`config.mk`:
```
export PLATFORM = sky130hd
export DESIGN_NAME = stereo_linear_resampler
export DESIGN_NICKNAME = d
export VERILOG_FILES = /design/src/rtl/srs_pkg.sv /design/src/rtl/srs_front.sv /design/src/rtl/srs_cmd_queue.sv /design/src/rtl/srs_back.sv /design/src/rtl/stereo_linear_resampler.sv
export SDC_FILE = /design/constraint.sdc
export NUM_CORES = 2
export LEC_CHECK = 0
export BUFFER_PORTS_ARGS = -buffer_cell sky130_fd_sc_hd__buf_2
export CAP_MARGIN = 20
export CELL_PAD_IN_SITES_DETAIL_PLACEMENT = 0
export CELL_PAD_IN_SITES_GLOBAL_PLACEMENT = 1
export CORE_MARGIN = 2
export CORE_UTILIZATION = 50
export CTS_CLUSTER_DIAMETER = 30
export DETAILED_ROUTE_END_ITERATION = 16
export GPL_ROUTABILITY_DRIVEN = 0
export PLACE_DENSITY_LB_ADDON = 0.05
export RECOVER_POWER = 50
export SLEW_MARGIN = 20
export SYNTH_ARGS = -nofsm -noshare
export SYNTH_HDL_FRONTEND = slang
export SYNTH_HIERARCHICAL = 1
export SYNTH_SLANG_ARGS = --single-unit
```
`constraint.sdc`:
```
create_clock -name clk -period 12.2 [get_ports clk]
set_input_delay 0.61 -clock clk [delete_from_list [all_inputs] [get_ports clk]]
set_output_delay 0.61 -clock clk [all_outputs]
set_load 0.01 [all_outputs]
```
`src/rtl/srs_pkg.sv`:
```
// Shared types and constants of the stereo linear resampler.
`timescale 1ns / 1ps

package srs_pkg;

    localparam int SAMPLE_BITS = 16;
    localparam int RATE_W      = 16;
    localparam int MAX_RATE    = 48000;
    localparam int MAX_RESULTS = 8;

    // Time gap: stored 18-bit signed, working width one bit wider.
    localparam int GAP_W   = 18;
    localparam int FRAC_W  = GAP_W + 1;
    localparam int PROD_W  = SAMPLE_BITS + FRAC_W;
    localparam int ACC_W   = PROD_W + 1;

    localparam int MUL_STEPS = 4;
    localparam int MCNT_W    = $clog2(MUL_STEPS + 1);
    localparam int DIV_STEPS = ACC_W;
    localparam int DCNT_W    = $clog2(DIV_STEPS);
    localparam int CNT_W     = $clog2(MAX_RESULTS + 1);

    localparam int ADDR_W = 3;
    localparam logic [RATE_W-1:0] OUTPUT_RATE_RESET = RATE_W'(48000);
    localparam logic [RATE_W-1:0] INPUT_RATE_RESET  = RATE_W'(44100);

    // Register indexes, as decoded from paddr[2].
    localparam logic REG_OUTPUT_RATE = 1'b0;
    localparam logic REG_INPUT_RATE  = 1'b1;

    // Action codes.
    localparam logic ACT_SAMPLE = 1'b0;
    localparam logic ACT_FLUSH  = 1'b1;

    typedef struct packed {
        logic                          action;
        logic signed [SAMPLE_BITS-1:0] left;
        logic signed [SAMPLE_BITS-1:0] right;
    } cmd_t;

    typedef enum logic [2:0] {
        BK_IDLE,
        BK_CHECK,
        BK_MUL,
        BK_DSET,
        BK_DIV,
        BK_EMIT,
        BK_FLUSH
    } back_state_t;

endpackage

```
`src/rtl/srs_front.sv`:
```
// Front end: accepts input words, drops ignored ones, tracks end of stream.
`timescale 1ns / 1ps

module srs_front
    import srs_pkg::*;
(
    input  logic                          clk,
    input  logic                          rst_n,
    input  logic                          push,
    output logic                          full,
    input  logic                          action,
    input  logic signed [SAMPLE_BITS-1:0] left_sample,
    input  logic signed [SAMPLE_BITS-1:0] right_sample,
    input  logic                          rates_ok,
    input  logic                          q_full,
    output logic                          q_push,
    output cmd_t                          q_data
);

    logic finished_reg;
    logic accept;

    assign full   = q_full;
    assign accept = push && !q_full;
    // Forward only words that do real work.
    assign q_push = accept && rates_ok && !finished_reg;

    assign q_data.action = action;
    assign q_data.left   = left_sample;
    assign q_data.right  = right_sample;

    always_ff @(posedge clk or negedge rst_n)
    begin
        if (!rst_n)
        begin
            finished_reg <= 1'b0;
        end
        else if (q_push && action == ACT_FLUSH)
        begin
            finished_reg <= 1'b1;
        end
    end

endmodule

```
`src/rtl/srs_cmd_queue.sv`:
```
// Two-entry command queue between the front end and the back end.
`timescale 1ns / 1ps

module srs_cmd_queue
    import srs_pkg::*;
(
    input  logic clk,
    input  logic rst_n,
    input  logic push,
    input  cmd_t push_data,
    output logic full,
    input  logic pop,
    output logic valid,
    output cmd_t head
);

    cmd_t       mem_reg [2];
    logic       wr_ptr_reg;
    logic       rd_ptr_reg;
    logic [1:0] count_reg;
    logic       do_push;
    logic       do_pop;

    assign full    = (count_reg == 2'd2);
    assign valid   = (count_reg != 2'd0);
    assign head    = mem_reg[rd_ptr_reg];
    assign do_push = push && !full;
    assign do_pop  = pop && valid;

    always_ff @(posedge clk or negedge rst_n)
    begin
        if (!rst_n)
        begin
            wr_ptr_reg <= 1'b0;
            rd_ptr_reg <= 1'b0;
            count_reg  <= 2'd0;
        end
        else
        begin
            if (do_push)
            begin
                wr_ptr_reg <= !wr_ptr_reg;
            end
            if (do_pop)
            begin
                rd_ptr_reg <= !rd_ptr_reg;
            end
            if (do_push && !do_pop)
            begin
                count_reg <= count_reg + 2'd1;
            end
            else if (do_pop && !do_push)
            begin
                count_reg <= count_reg - 2'd1;
            end
        end
    end

    always_ff @(posedge clk)
    begin
        if (do_push)
        begin
            mem_reg[wr_ptr_reg] <= push_data;
        end
    end

endmodule

```
`src/rtl/srs_back.sv`:
```
// Back end: interpolation sequencer with shared multiplier and two dividers.
`timescale 1ns / 1ps

module srs_back
    import srs_pkg::*;
(
    input  logic                          clk,
    input  logic                          rst_n,
    input  logic                          cmd_valid,
    input  cmd_t                          cmd_head,
    output logic                          cmd_pop,
    input  logic [RATE_W-1:0]             orate,
    input  logic [RATE_W-1:0]             irate,
    output logic signed [SAMPLE_BITS-1:0] left_out,
    output logic signed [SAMPLE_BITS-1:0] right_out,
    output logic                          last,
    output logic                          empty,
    input  logic                          pop
);

    localparam logic signed [FRAC_W-1:0] GAP_MAX = FRAC_W'((1 << (GAP_W - 1)) - 1);
    localparam logic signed [FRAC_W-1:0] GAP_MIN = -FRAC_W'(1 << (GAP_W - 1));

    back_state_t state_reg, state_next;

    logic                          action_reg;
    logic signed [SAMPLE_BITS-1:0] new_l_reg, new_r_reg;
    logic signed [SAMPLE_BITS-1:0] held_l_reg, held_r_reg;
    logic                          started_reg;
    logic signed [GAP_W-1:0]       gap_reg;
    logic [CNT_W-1:0]              n_reg;
    logic [MCNT_W-1:0]             mcnt_reg;
    logic [DCNT_W-1:0]             dcnt_reg;
    logic signed [PROD_W-1:0]      prod_reg;
    logic signed [ACC_W-1:0]       acc_l_reg, acc_r_reg;
    logic [ACC_W-1:0]              dq_l_reg, dq_r_reg;
    logic [RATE_W-1:0]             rem_l_reg, rem_r_reg;
    logic                          neg_l_reg, neg_r_reg;
    logic                          out_valid_reg;
    logic signed [SAMPLE_BITS-1:0] out_l_reg, out_r_reg;
    logic                          out_last_reg;

    logic signed [FRAC_W-1:0]      gap_x, orate_x, irate_x, frac;
    logic signed [FRAC_W-1:0]      gap_dec, gap_plus, gap_clamped;
    logic                          go_sample, go_flush, room;
    logic                          out_free, emit_fire, sample_done, emit_last;
    logic signed [SAMPLE_BITS-1:0] op_a;
    logic signed [FRAC_W-1:0]      op_b;
    logic signed [PROD_W-1:0]      mul_res;
    logic signed [ACC_W-1:0]       prod_x;
    logic [RATE_W+ACC_W-1:0]       step_l, step_r;
    logic [SAMPLE_BITS-1:0]        q_l, q_r;
    logic signed [SAMPLE_BITS-1:0] val_l, val_r;

    // One restoring division step: returns {remainder, shifted dividend/quotient}.
    function automatic logic [RATE_W+ACC_W-1:0] div_step(
        input logic [RATE_W-1:0] rem,
        input logic [ACC_W-1:0]  dq,
        input logic [RATE_W-1:0] d
    );
        logic [RATE_W:0]   trial;
        logic [RATE_W:0]   diff;
        logic              ge;
        logic [RATE_W-1:0] rem_new;
        trial   = {rem, dq[ACC_W-1]};
        diff    = trial - {1'b0, d};
        ge      = (trial >= {1'b0, d});
        rem_new = ge ? diff[RATE_W-1:0] : trial[RATE_W-1:0];
        return {rem_new, dq[ACC_W-2:0], ge};
    endfunction

    assign gap_x    = FRAC_W'(gap_reg);
    assign orate_x  = $signed(FRAC_W'(orate));
    assign irate_x  = $signed(FRAC_W'(irate));
    assign frac     = orate_x - gap_x;
    assign gap_dec  = gap_x - irate_x;
    assign gap_plus = gap_x + orate_x;

    always_comb
    begin
        if (gap_plus > GAP_MAX)
        begin
            gap_clamped = GAP_MAX;
        end
        else if (gap_plus < GAP_MIN)
        begin
            gap_clamped = GAP_MIN;
        end
        else
        begin
            gap_clamped = gap_plus;
        end
    end

    assign room      = (n_reg < CNT_W'(MAX_RESULTS));
    assign go_sample = !gap_reg[GAP_W-1] && room;
    assign go_flush  = started_reg && (gap_reg > 0) && room;
    assign out_free  = !out_valid_reg || pop;

    always_comb
    begin
        if (action_reg == ACT_FLUSH)
        begin
            emit_last = (gap_dec <= 0) || (n_reg == CNT_W'(MAX_RESULTS - 1));
        end
        else
        begin
            emit_last = (gap_dec < 0) || (n_reg == CNT_W'(MAX_RESULTS - 1));
        end
    end

    // Operand select for the shared multiplier.
    always_comb
    begin
        case (mcnt_reg[1:0])
            2'd0:
            begin
                op_a = held_l_reg;
                op_b = gap_x;
            end
            2'd1:
            begin
                op_a = new_l_reg;
                op_b = frac;
            end
            2'd2:
            begin
                op_a = held_r_reg;
                op_b = gap_x;
            end
            default:
            begin
                op_a = new_r_reg;
                op_b = frac;
            end
        endcase
    end

    assign mul_res = PROD_W'(op_a) * PROD_W'(op_b);
    assign prod_x  = ACC_W'(prod_reg);

    assign step_l = div_step(rem_l_reg, dq_l_reg, orate);
    assign step_r = div_step(rem_r_reg, dq_r_reg, orate);

    assign q_l   = dq_l_reg[SAMPLE_BITS-1:0];
    assign q_r   = dq_r_reg[SAMPLE_BITS-1:0];
    assign val_l = (action_reg == ACT_FLUSH) ? held_l_reg
                 : $signed(neg_l_reg ? (~q_l + 1'b1) : q_l);
    assign val_r = (action_reg == ACT_FLUSH) ? held_r_reg
                 : $signed(neg_r_reg ? (~q_r + 1'b1) : q_r);

    // Next state.
    always_comb
    begin
        state_next = state_reg;
        case (state_reg)
            BK_IDLE:
            begin
                if (cmd_valid)
                begin
                    state_next = (cmd_head.action == ACT_FLUSH) ? BK_FLUSH : BK_CHECK;
                end
            end
            BK_CHECK:
            begin
                state_next = go_sample ? BK_MUL : BK_IDLE;
            end
            BK_MUL:
            begin
                if (mcnt_reg == MCNT_W'(MUL_STEPS))
                begin
                    state_next = BK_DSET;
                end
            end
            BK_DSET:
            begin
                state_next = BK_DIV;
            end
            BK_DIV:
            begin
                if (dcnt_reg == DCNT_W'(DIV_STEPS - 1))
                begin
                    state_next = BK_EMIT;
                end
            end
            BK_EMIT:
            begin
                if (out_free)
                begin
                    state_next = (action_reg == ACT_FLUSH) ? BK_FLUSH : BK_CHECK;
                end
            end
            BK_FLUSH:
            begin
                state_next = go_flush ? BK_EMIT : BK_IDLE;
            end
            default:
            begin
                state_next = BK_IDLE;
            end
        endcase
    end

    // Control outputs.
    always_comb
    begin
        cmd_pop     = 1'b0;
        emit_fire   = 1'b0;
        sample_done = 1'b0;
        case (state_reg)
            BK_IDLE:  cmd_pop     = cmd_valid;
            BK_CHECK: sample_done = !go_sample;
            BK_EMIT:  emit_fire   = out_free;
            default:
            begin
                cmd_pop = 1'b0;
            end
        endcase
    end

    always_ff @(posedge clk or negedge rst_n)
    begin
        if (!rst_n)
        begin
            state_reg     <= BK_IDLE;
            started_reg   <= 1'b0;
            gap_reg       <= '0;
            held_l_reg    <= '0;
            held_r_reg    <= '0;
            n_reg         <= '0;
            mcnt_reg      <= '0;
            dcnt_reg      <= '0;
            out_valid_reg <= 1'b0;
        end
        else
        begin
            state_reg <= state_next;
            if (cmd_pop)
            begin
                n_reg <= '0;
            end
            if (state_reg == BK_CHECK)
            begin
                mcnt_reg <= '0;
            end
            if (state_reg == BK_MUL)
            begin
                mcnt_reg <= mcnt_reg + 1'b1;
            end
            if (state_reg == BK_DSET)
            begin
                dcnt_reg <= '0;
            end
            if (state_reg == BK_DIV)
            begin
                dcnt_reg <= dcnt_reg + 1'b1;
            end
            if (sample_done)
            begin
                held_l_reg  <= new_l_reg;
                held_r_reg  <= new_r_reg;
                started_reg <= 1'b1;
                gap_reg     <= gap_clamped[GAP_W-1:0];
            end
            if (emit_fire)
            begin
                n_reg   <= n_reg + 1'b1;
                gap_reg <= gap_dec[GAP_W-1:0];
            end
            if (emit_fire)
            begin
                out_valid_reg <= 1'b1;
            end
            else if (pop)
            begin
                out_valid_reg <= 1'b0;
            end
        end
    end

    // Datapath registers.
    always_ff @(posedge clk)
    begin
        if (cmd_pop)
        begin
            action_reg <= cmd_head.action;
            new_l_reg  <= cmd_head.left;
            new_r_reg  <= cmd_head.right;
        end
        if (state_reg == BK_CHECK)
        begin
            acc_l_reg <= '0;
            acc_r_reg <= '0;
        end
        if (state_reg == BK_MUL)
        begin
            if (mcnt_reg < MCNT_W'(MUL_STEPS))
            begin
                prod_reg <= mul_res;
            end
            if (mcnt_reg == MCNT_W'(1) || mcnt_reg == MCNT_W'(2))
            begin
                acc_l_reg <= acc_l_reg + prod_x;
            end
            if (mcnt_reg == MCNT_W'(3) || mcnt_reg == MCNT_W'(4))
            begin
                acc_r_reg <= acc_r_reg + prod_x;
            end
        end
        if (state_reg == BK_DSET)
        begin
            neg_l_reg <= acc_l_reg[ACC_W-1];
            neg_r_reg <= acc_r_reg[ACC_W-1];
            dq_l_reg  <= acc_l_reg[ACC_W-1] ? (~acc_l_reg + 1'b1) : acc_l_reg;
            dq_r_reg  <= acc_r_reg[ACC_W-1] ? (~acc_r_reg + 1'b1) : acc_r_reg;
            rem_l_reg <= '0;
            rem_r_reg <= '0;
        end
        if (state_reg == BK_DIV)
        begin
            rem_l_reg <= step_l[RATE_W+ACC_W-1:ACC_W];
            dq_l_reg  <= step_l[ACC_W-1:0];
            rem_r_reg <= step_r[RATE_W+ACC_W-1:ACC_W];
            dq_r_reg  <= step_r[ACC_W-1:0];
        end
        if (emit_fire)
        begin
            out_l_reg    <= val_l;
            out_r_reg    <= val_r;
            out_last_reg <= emit_last;
        end
    end

    assign left_out  = out_l_reg;
    assign right_out = out_r_reg;
    assign last      = out_last_reg;
    assign empty     = !out_valid_reg;

endmodule

```
`src/rtl/stereo_linear_resampler.sv`:
```
// Top level of the stereo linear resampler: register port and block wiring.
`timescale 1ns / 1ps

// Stereo linear resampler. Takes stereo 16-bit sample words at input_rate and
// produces interpolated pairs at output_rate, each equal to
// (held*gap + new*(output_rate-gap)) / output_rate rounded toward zero; the
// very first pair passes through unchanged. A sample word yields zero to
// eight result words, the last one flagged by last. A flush word repeats the
// held pair while output time lags input time and then locks the block until
// reset; later words are accepted and dropped, as are all words while either
// rate is zero or above 48000. Timing: the front end takes a word in any cycle
// the two-entry command queue has room. The back end pops each word, then per
// interpolated pair runs a check, the shared multiplier, a setup, the 36 steps
// of the bit-serial divider and an emit, per flushed pair a check and an emit;
// the divider's 36 steps set the pace. Results wait in an output register, so
// the back end only stalls while that word is not taken. Rates are written
// through the register port at 0x0 (output_rate) and 0x4 (input_rate); the
// user must do so only while the block is idle, which it does not enforce.

module stereo_linear_resampler
    import srs_pkg::*;
(
    input  logic                          clk,
    input  logic                          rst_n,
    // register port
    input  logic                          psel,
    input  logic                          penable,
    input  logic                          pwrite,
    input  logic [ADDR_W-1:0]             paddr,
    input  logic [31:0]                   pwdata,
    output logic [31:0]                   prdata,
    output logic                          pready,
    // input words
    input  logic                          push,
    output logic                          full,
    input  logic                          action,
    input  logic signed [SAMPLE_BITS-1:0] left_sample,
    input  logic signed [SAMPLE_BITS-1:0] right_sample,
    // result words
    output logic                          empty,
    input  logic                          pop,
    output logic signed [SAMPLE_BITS-1:0] left_out,
    output logic signed [SAMPLE_BITS-1:0] right_out,
    output logic                          last
);

    logic [RATE_W-1:0] output_rate_reg;
    logic [RATE_W-1:0] input_rate_reg;
    logic              cfg_write;
    logic              rates_ok;

    logic q_push, q_full, q_valid, q_pop;
    cmd_t q_data, q_head;

    // Register port: writes land on the access cycle, reads are immediate.
    assign pready    = 1'b1;
    assign cfg_write = psel && penable && pwrite && pready;

    always_ff @(posedge clk or negedge rst_n)
    begin
        if (!rst_n)
        begin
            output_rate_reg <= OUTPUT_RATE_RESET;
            input_rate_reg  <= INPUT_RATE_RESET;
        end
        else if (cfg_write)
        begin
            case (paddr[2])
                REG_OUTPUT_RATE: output_rate_reg <= pwdata[RATE_W-1:0];
                REG_INPUT_RATE:  input_rate_reg  <= pwdata[RATE_W-1:0];
                default:
                begin
                    output_rate_reg <= output_rate_reg;
                end
            endcase
        end
    end

    always_comb
    begin
        case (paddr[2])
            REG_OUTPUT_RATE: prdata = {{(32 - RATE_W){1'b0}}, output_rate_reg};
            REG_INPUT_RATE:  prdata = {{(32 - RATE_W){1'b0}}, input_rate_reg};
            default:         prdata = '0;
        endcase
    end

    // Drop every word while either rate is out of range.
    assign rates_ok = (output_rate_reg != '0)
                   && (32'(output_rate_reg) <= 32'(MAX_RATE))
                   && (input_rate_reg != '0)
                   && (32'(input_rate_reg) <= 32'(MAX_RATE));

    srs_front u_front (
        .clk          (clk),
        .rst_n        (rst_n),
        .push         (push),
        .full         (full),
        .action       (action),
        .left_sample  (left_sample),
        .right_sample (right_sample),
        .rates_ok     (rates_ok),
        .q_full       (q_full),
        .q_push       (q_push),
        .q_data       (q_data)
    );

    srs_cmd_queue u_queue (
        .clk       (clk),
        .rst_n     (rst_n),
        .push      (q_push),
        .push_data (q_data),
        .full      (q_full),
        .pop       (q_pop),
        .valid     (q_valid),
        .head      (q_head)
    );

    srs_back u_back (
        .clk       (clk),
        .rst_n     (rst_n),
        .cmd_valid (q_valid),
        .cmd_head  (q_head),
        .cmd_pop   (q_pop),
        .orate     (output_rate_reg),
        .irate     (input_rate_reg),
        .left_out  (left_out),
        .right_out (right_out),
        .last      (last),
        .empty     (empty),
        .pop       (pop)
    );

endmodule
```
==> results.md <==
- Status: complete, but fails checks
- Failing checks: capacitance limit, slew limit
- Number of iterations in the first detailed-routing pass: 5
- Row count: approximately 100
- # IOs: 143
- CP peak stage delay: approximately 0.54 ns
- Antenna diodes: 0
- Routed len/inst: 20.57 um
- Setup crit end kind: register
- Max Freq: ~100 MHz
- Ys Warns: 6
- Syn Inst Count: approximately 4200
- Count leader, synth: nand2_1
- FF-to-FF Start: output_rate_reg[0]
- Worst-path fanout max: 10
- Post-Syn Area: about 0.04 mm^2
- Crit path from: output_rate_reg[0]
- Global-route wire length before repair: 175.3 mm
- Placed Cells incl. Taps: 5222
- Tmin final: between 9 and 10 ns
- EDFF count, synth: 273
- Top post-synthesis cells by count: nand2_1, inv_1, fa_1, nor2_1, o21ai_0
- Max clock buf depth: 3
- Area occupied by registers: approximately 0.012 mm^2
- Vias in the first global route: slightly above 30000
- Crit path DAT: 10.33 ns
- Area leader, netlist: edfxtp_1
- Drt drc: 0
- Final Net Count: between 4000 and 5000
- Crit path kind: register to register
- R2R depth: 32
- Hpwl dp: 85.73 mm
- Share of cells above drive strength 1: roughly a tenth
- Port bufs: 107
- Crit path max-delay family: adder cells
- Setup-failing EPs final: 0
- Num CTS Buffers: roughly 110
- Multi-input gate area: 0.02473 mm^2
- Mean Syn Cell Area: between 9 and 10 um^2
- Area share of the largest cell type after synthesis: 20.58%
- Max-Cap Viols: 13
- CTS sink cnt: 450
- Reg-to-Reg End: u_back/prod_reg[34]
- Most frequent cell on the critical path: fa_1
- Vias: roughly 31000
- Largest net degree at the start of global routing: 71
- Worst rel slew slack: -162.9%
- CP required: ~13 ns
- Starting density of the core: between 50% and 60%
- Dominant cells by area after synthesis: edfxtp_1, fa_1, ha_1
- Stages on the worst setup path: 32
- Fraction of registers with async set/reset: between 20% and 30%
- Final wirelength: between 100 and 150 mm
- Htree depth: 3
- Core area: slightly below 0.08 mm^2
- Remaining global-route overflow: 0
- Part of the cycle the worst path needs: 81.67%
- Final std cells w/o fill: roughly 5400
- Die height: approximately 290 um
- Root buffer cell: clkbuf_16
- Filler cells: 7216
- DR vias/cell: roughly 5.6
- CP Capture Point: u_back/prod_reg[34]
- R2r setup slk: approximately 2.2 ns
- Clock transition at path regs: around 0.050 ns
- Drt initial violations: approximately 2000
- Synth Flop Type: edfxtp_1
- Die ar.: between 0.08 and 0.09 mm^2
- Final ANT Viol Nets: 0
- Slowest CP cell: fa_1
- Max Slew Vio Count: 616
- Number of flip-flops under the largest register name: 66
- Netlist cell types: 110
- CTS tree: built
- Number of gates resized after cts: 0
- Slew @ Worst Pin: 3.943 ns
- Hold Crit Class: primary input to register
- Die width: ~290 um
- Buf+Inv Stages, Crit Path: 5
- Sequential fraction of the synthesis area: 30.83%
- Setup TNS: 0 ns
- Final Hold Fails: 0
- Clock Skews: about 0.073 ns
- P&R area growth vs syn: 12.56%
- Later-pin clock latency in the skew report: around 0.70 ns
- Initial antenna violation count: 6
- Synthesized flop and latch total: 450
- Total track usage: about 28%
- Critical Path Source Type: register
- RSZ-0062 raised after global routing: no
-- worst min path at each step --
stage | from | to | slack (ns) | cells past startpoint
after floorplan | rst_n | input_rate_reg[0] | 0.31 | 0
after global placement | u_front/finished_reg | u_front/finished_reg | 0.44 | 1
after detailed placement | u_back/started_reg | u_back/started_reg | 0.46 | 1
after CTS | right_sample[8] | u_queue/mem_reg[1][8] | 0.07 | 1
after global routing | right_sample[8] | u_queue/mem_reg[1][8] | 0.09 | 1
final | right_sample[4] | u_queue/mem_reg[0][4] | 0.12 | 1
-- cells in the final DEF (no fill, tap or decap), types with 91 or more instances in the layout --
cell type  netlist  layout
inv_1          464     464
nand2_1        521     520
clkbuf_16        0     114
ha_1           250     250
nor2_1         288     286
xnor2_1        116     116
nand3_1        104     104
fa_1           306     306
xor2_1         134     134
o21ai_0        275     273
a21oi_1        125     123
dfrtp_1         92      91
edfxtp_1       273     273
-- kinds of logic (layout without fill, tap and decap cells) --
kind of cell               after synthesis  after routing  share of synthesized area [%]
adders and majority gates              556            556                          23.23
xor gates and xnor gates               250            250                          5.497
muxes                                  145            145                          4.312
AOI/OAI and AO/OA                      872            872                          14.30
DFF                                    450            450                          30.83
other                                    2             17                        0.01885
buffers and inverters                  679            843                          7.098
and+or+nand+nor                       1252           1252                          14.71
-- routing by layer --
metal | GRT usage [%] | vias to the layer above | wire length (um)
met5 | 0 | - | 92
met4 | 9.005 | 4 | 3146
met3 | 5.278 | 202 | 7459
met2 | 43.12 | 867 | 49550
met1 | 38.84 | 14850 | 51540
li1 | - | 14690 | -
-- stage by stage --
stage / hold WS (ns) / utilization [%] / cell area [um^2] / worst slack (ns)
after global placement: 0.4415 / 52.24 / 41210 / 2.342
after global routing: 0.09057 / 56.85 / 44840 / 1.593
after floorplan: 0.3144 / - / 39890 / 3.411
after CTS: 0.06988 / 57.21 / 45130 / 2.196
final: 0.1166 / 56.85 / 44840 / 2.236
after detailed placement: 0.4578 / 52.24 / 41210 / 2.301
-- area by class of cell --
type,instances,share of cell area [%]
inverter,467,3.909
timing repair buffer,164,1.903
clock inverter,84,2.174
tap,1050,2.930
clock buffer,128,6.546
sequential,450,27.40
multi-input combinational,3092,55.14
-- repair_timing --
item / 4_1_cts / 5_1_grt
hold buffers: 1 / 0
endpoints found under the hold margin: 46 / 0
buffers inserted: 0 / 0
Power is not shown: default switching activity piles up to over one toggle a cycle in this logic, so the estimate is an artifact.
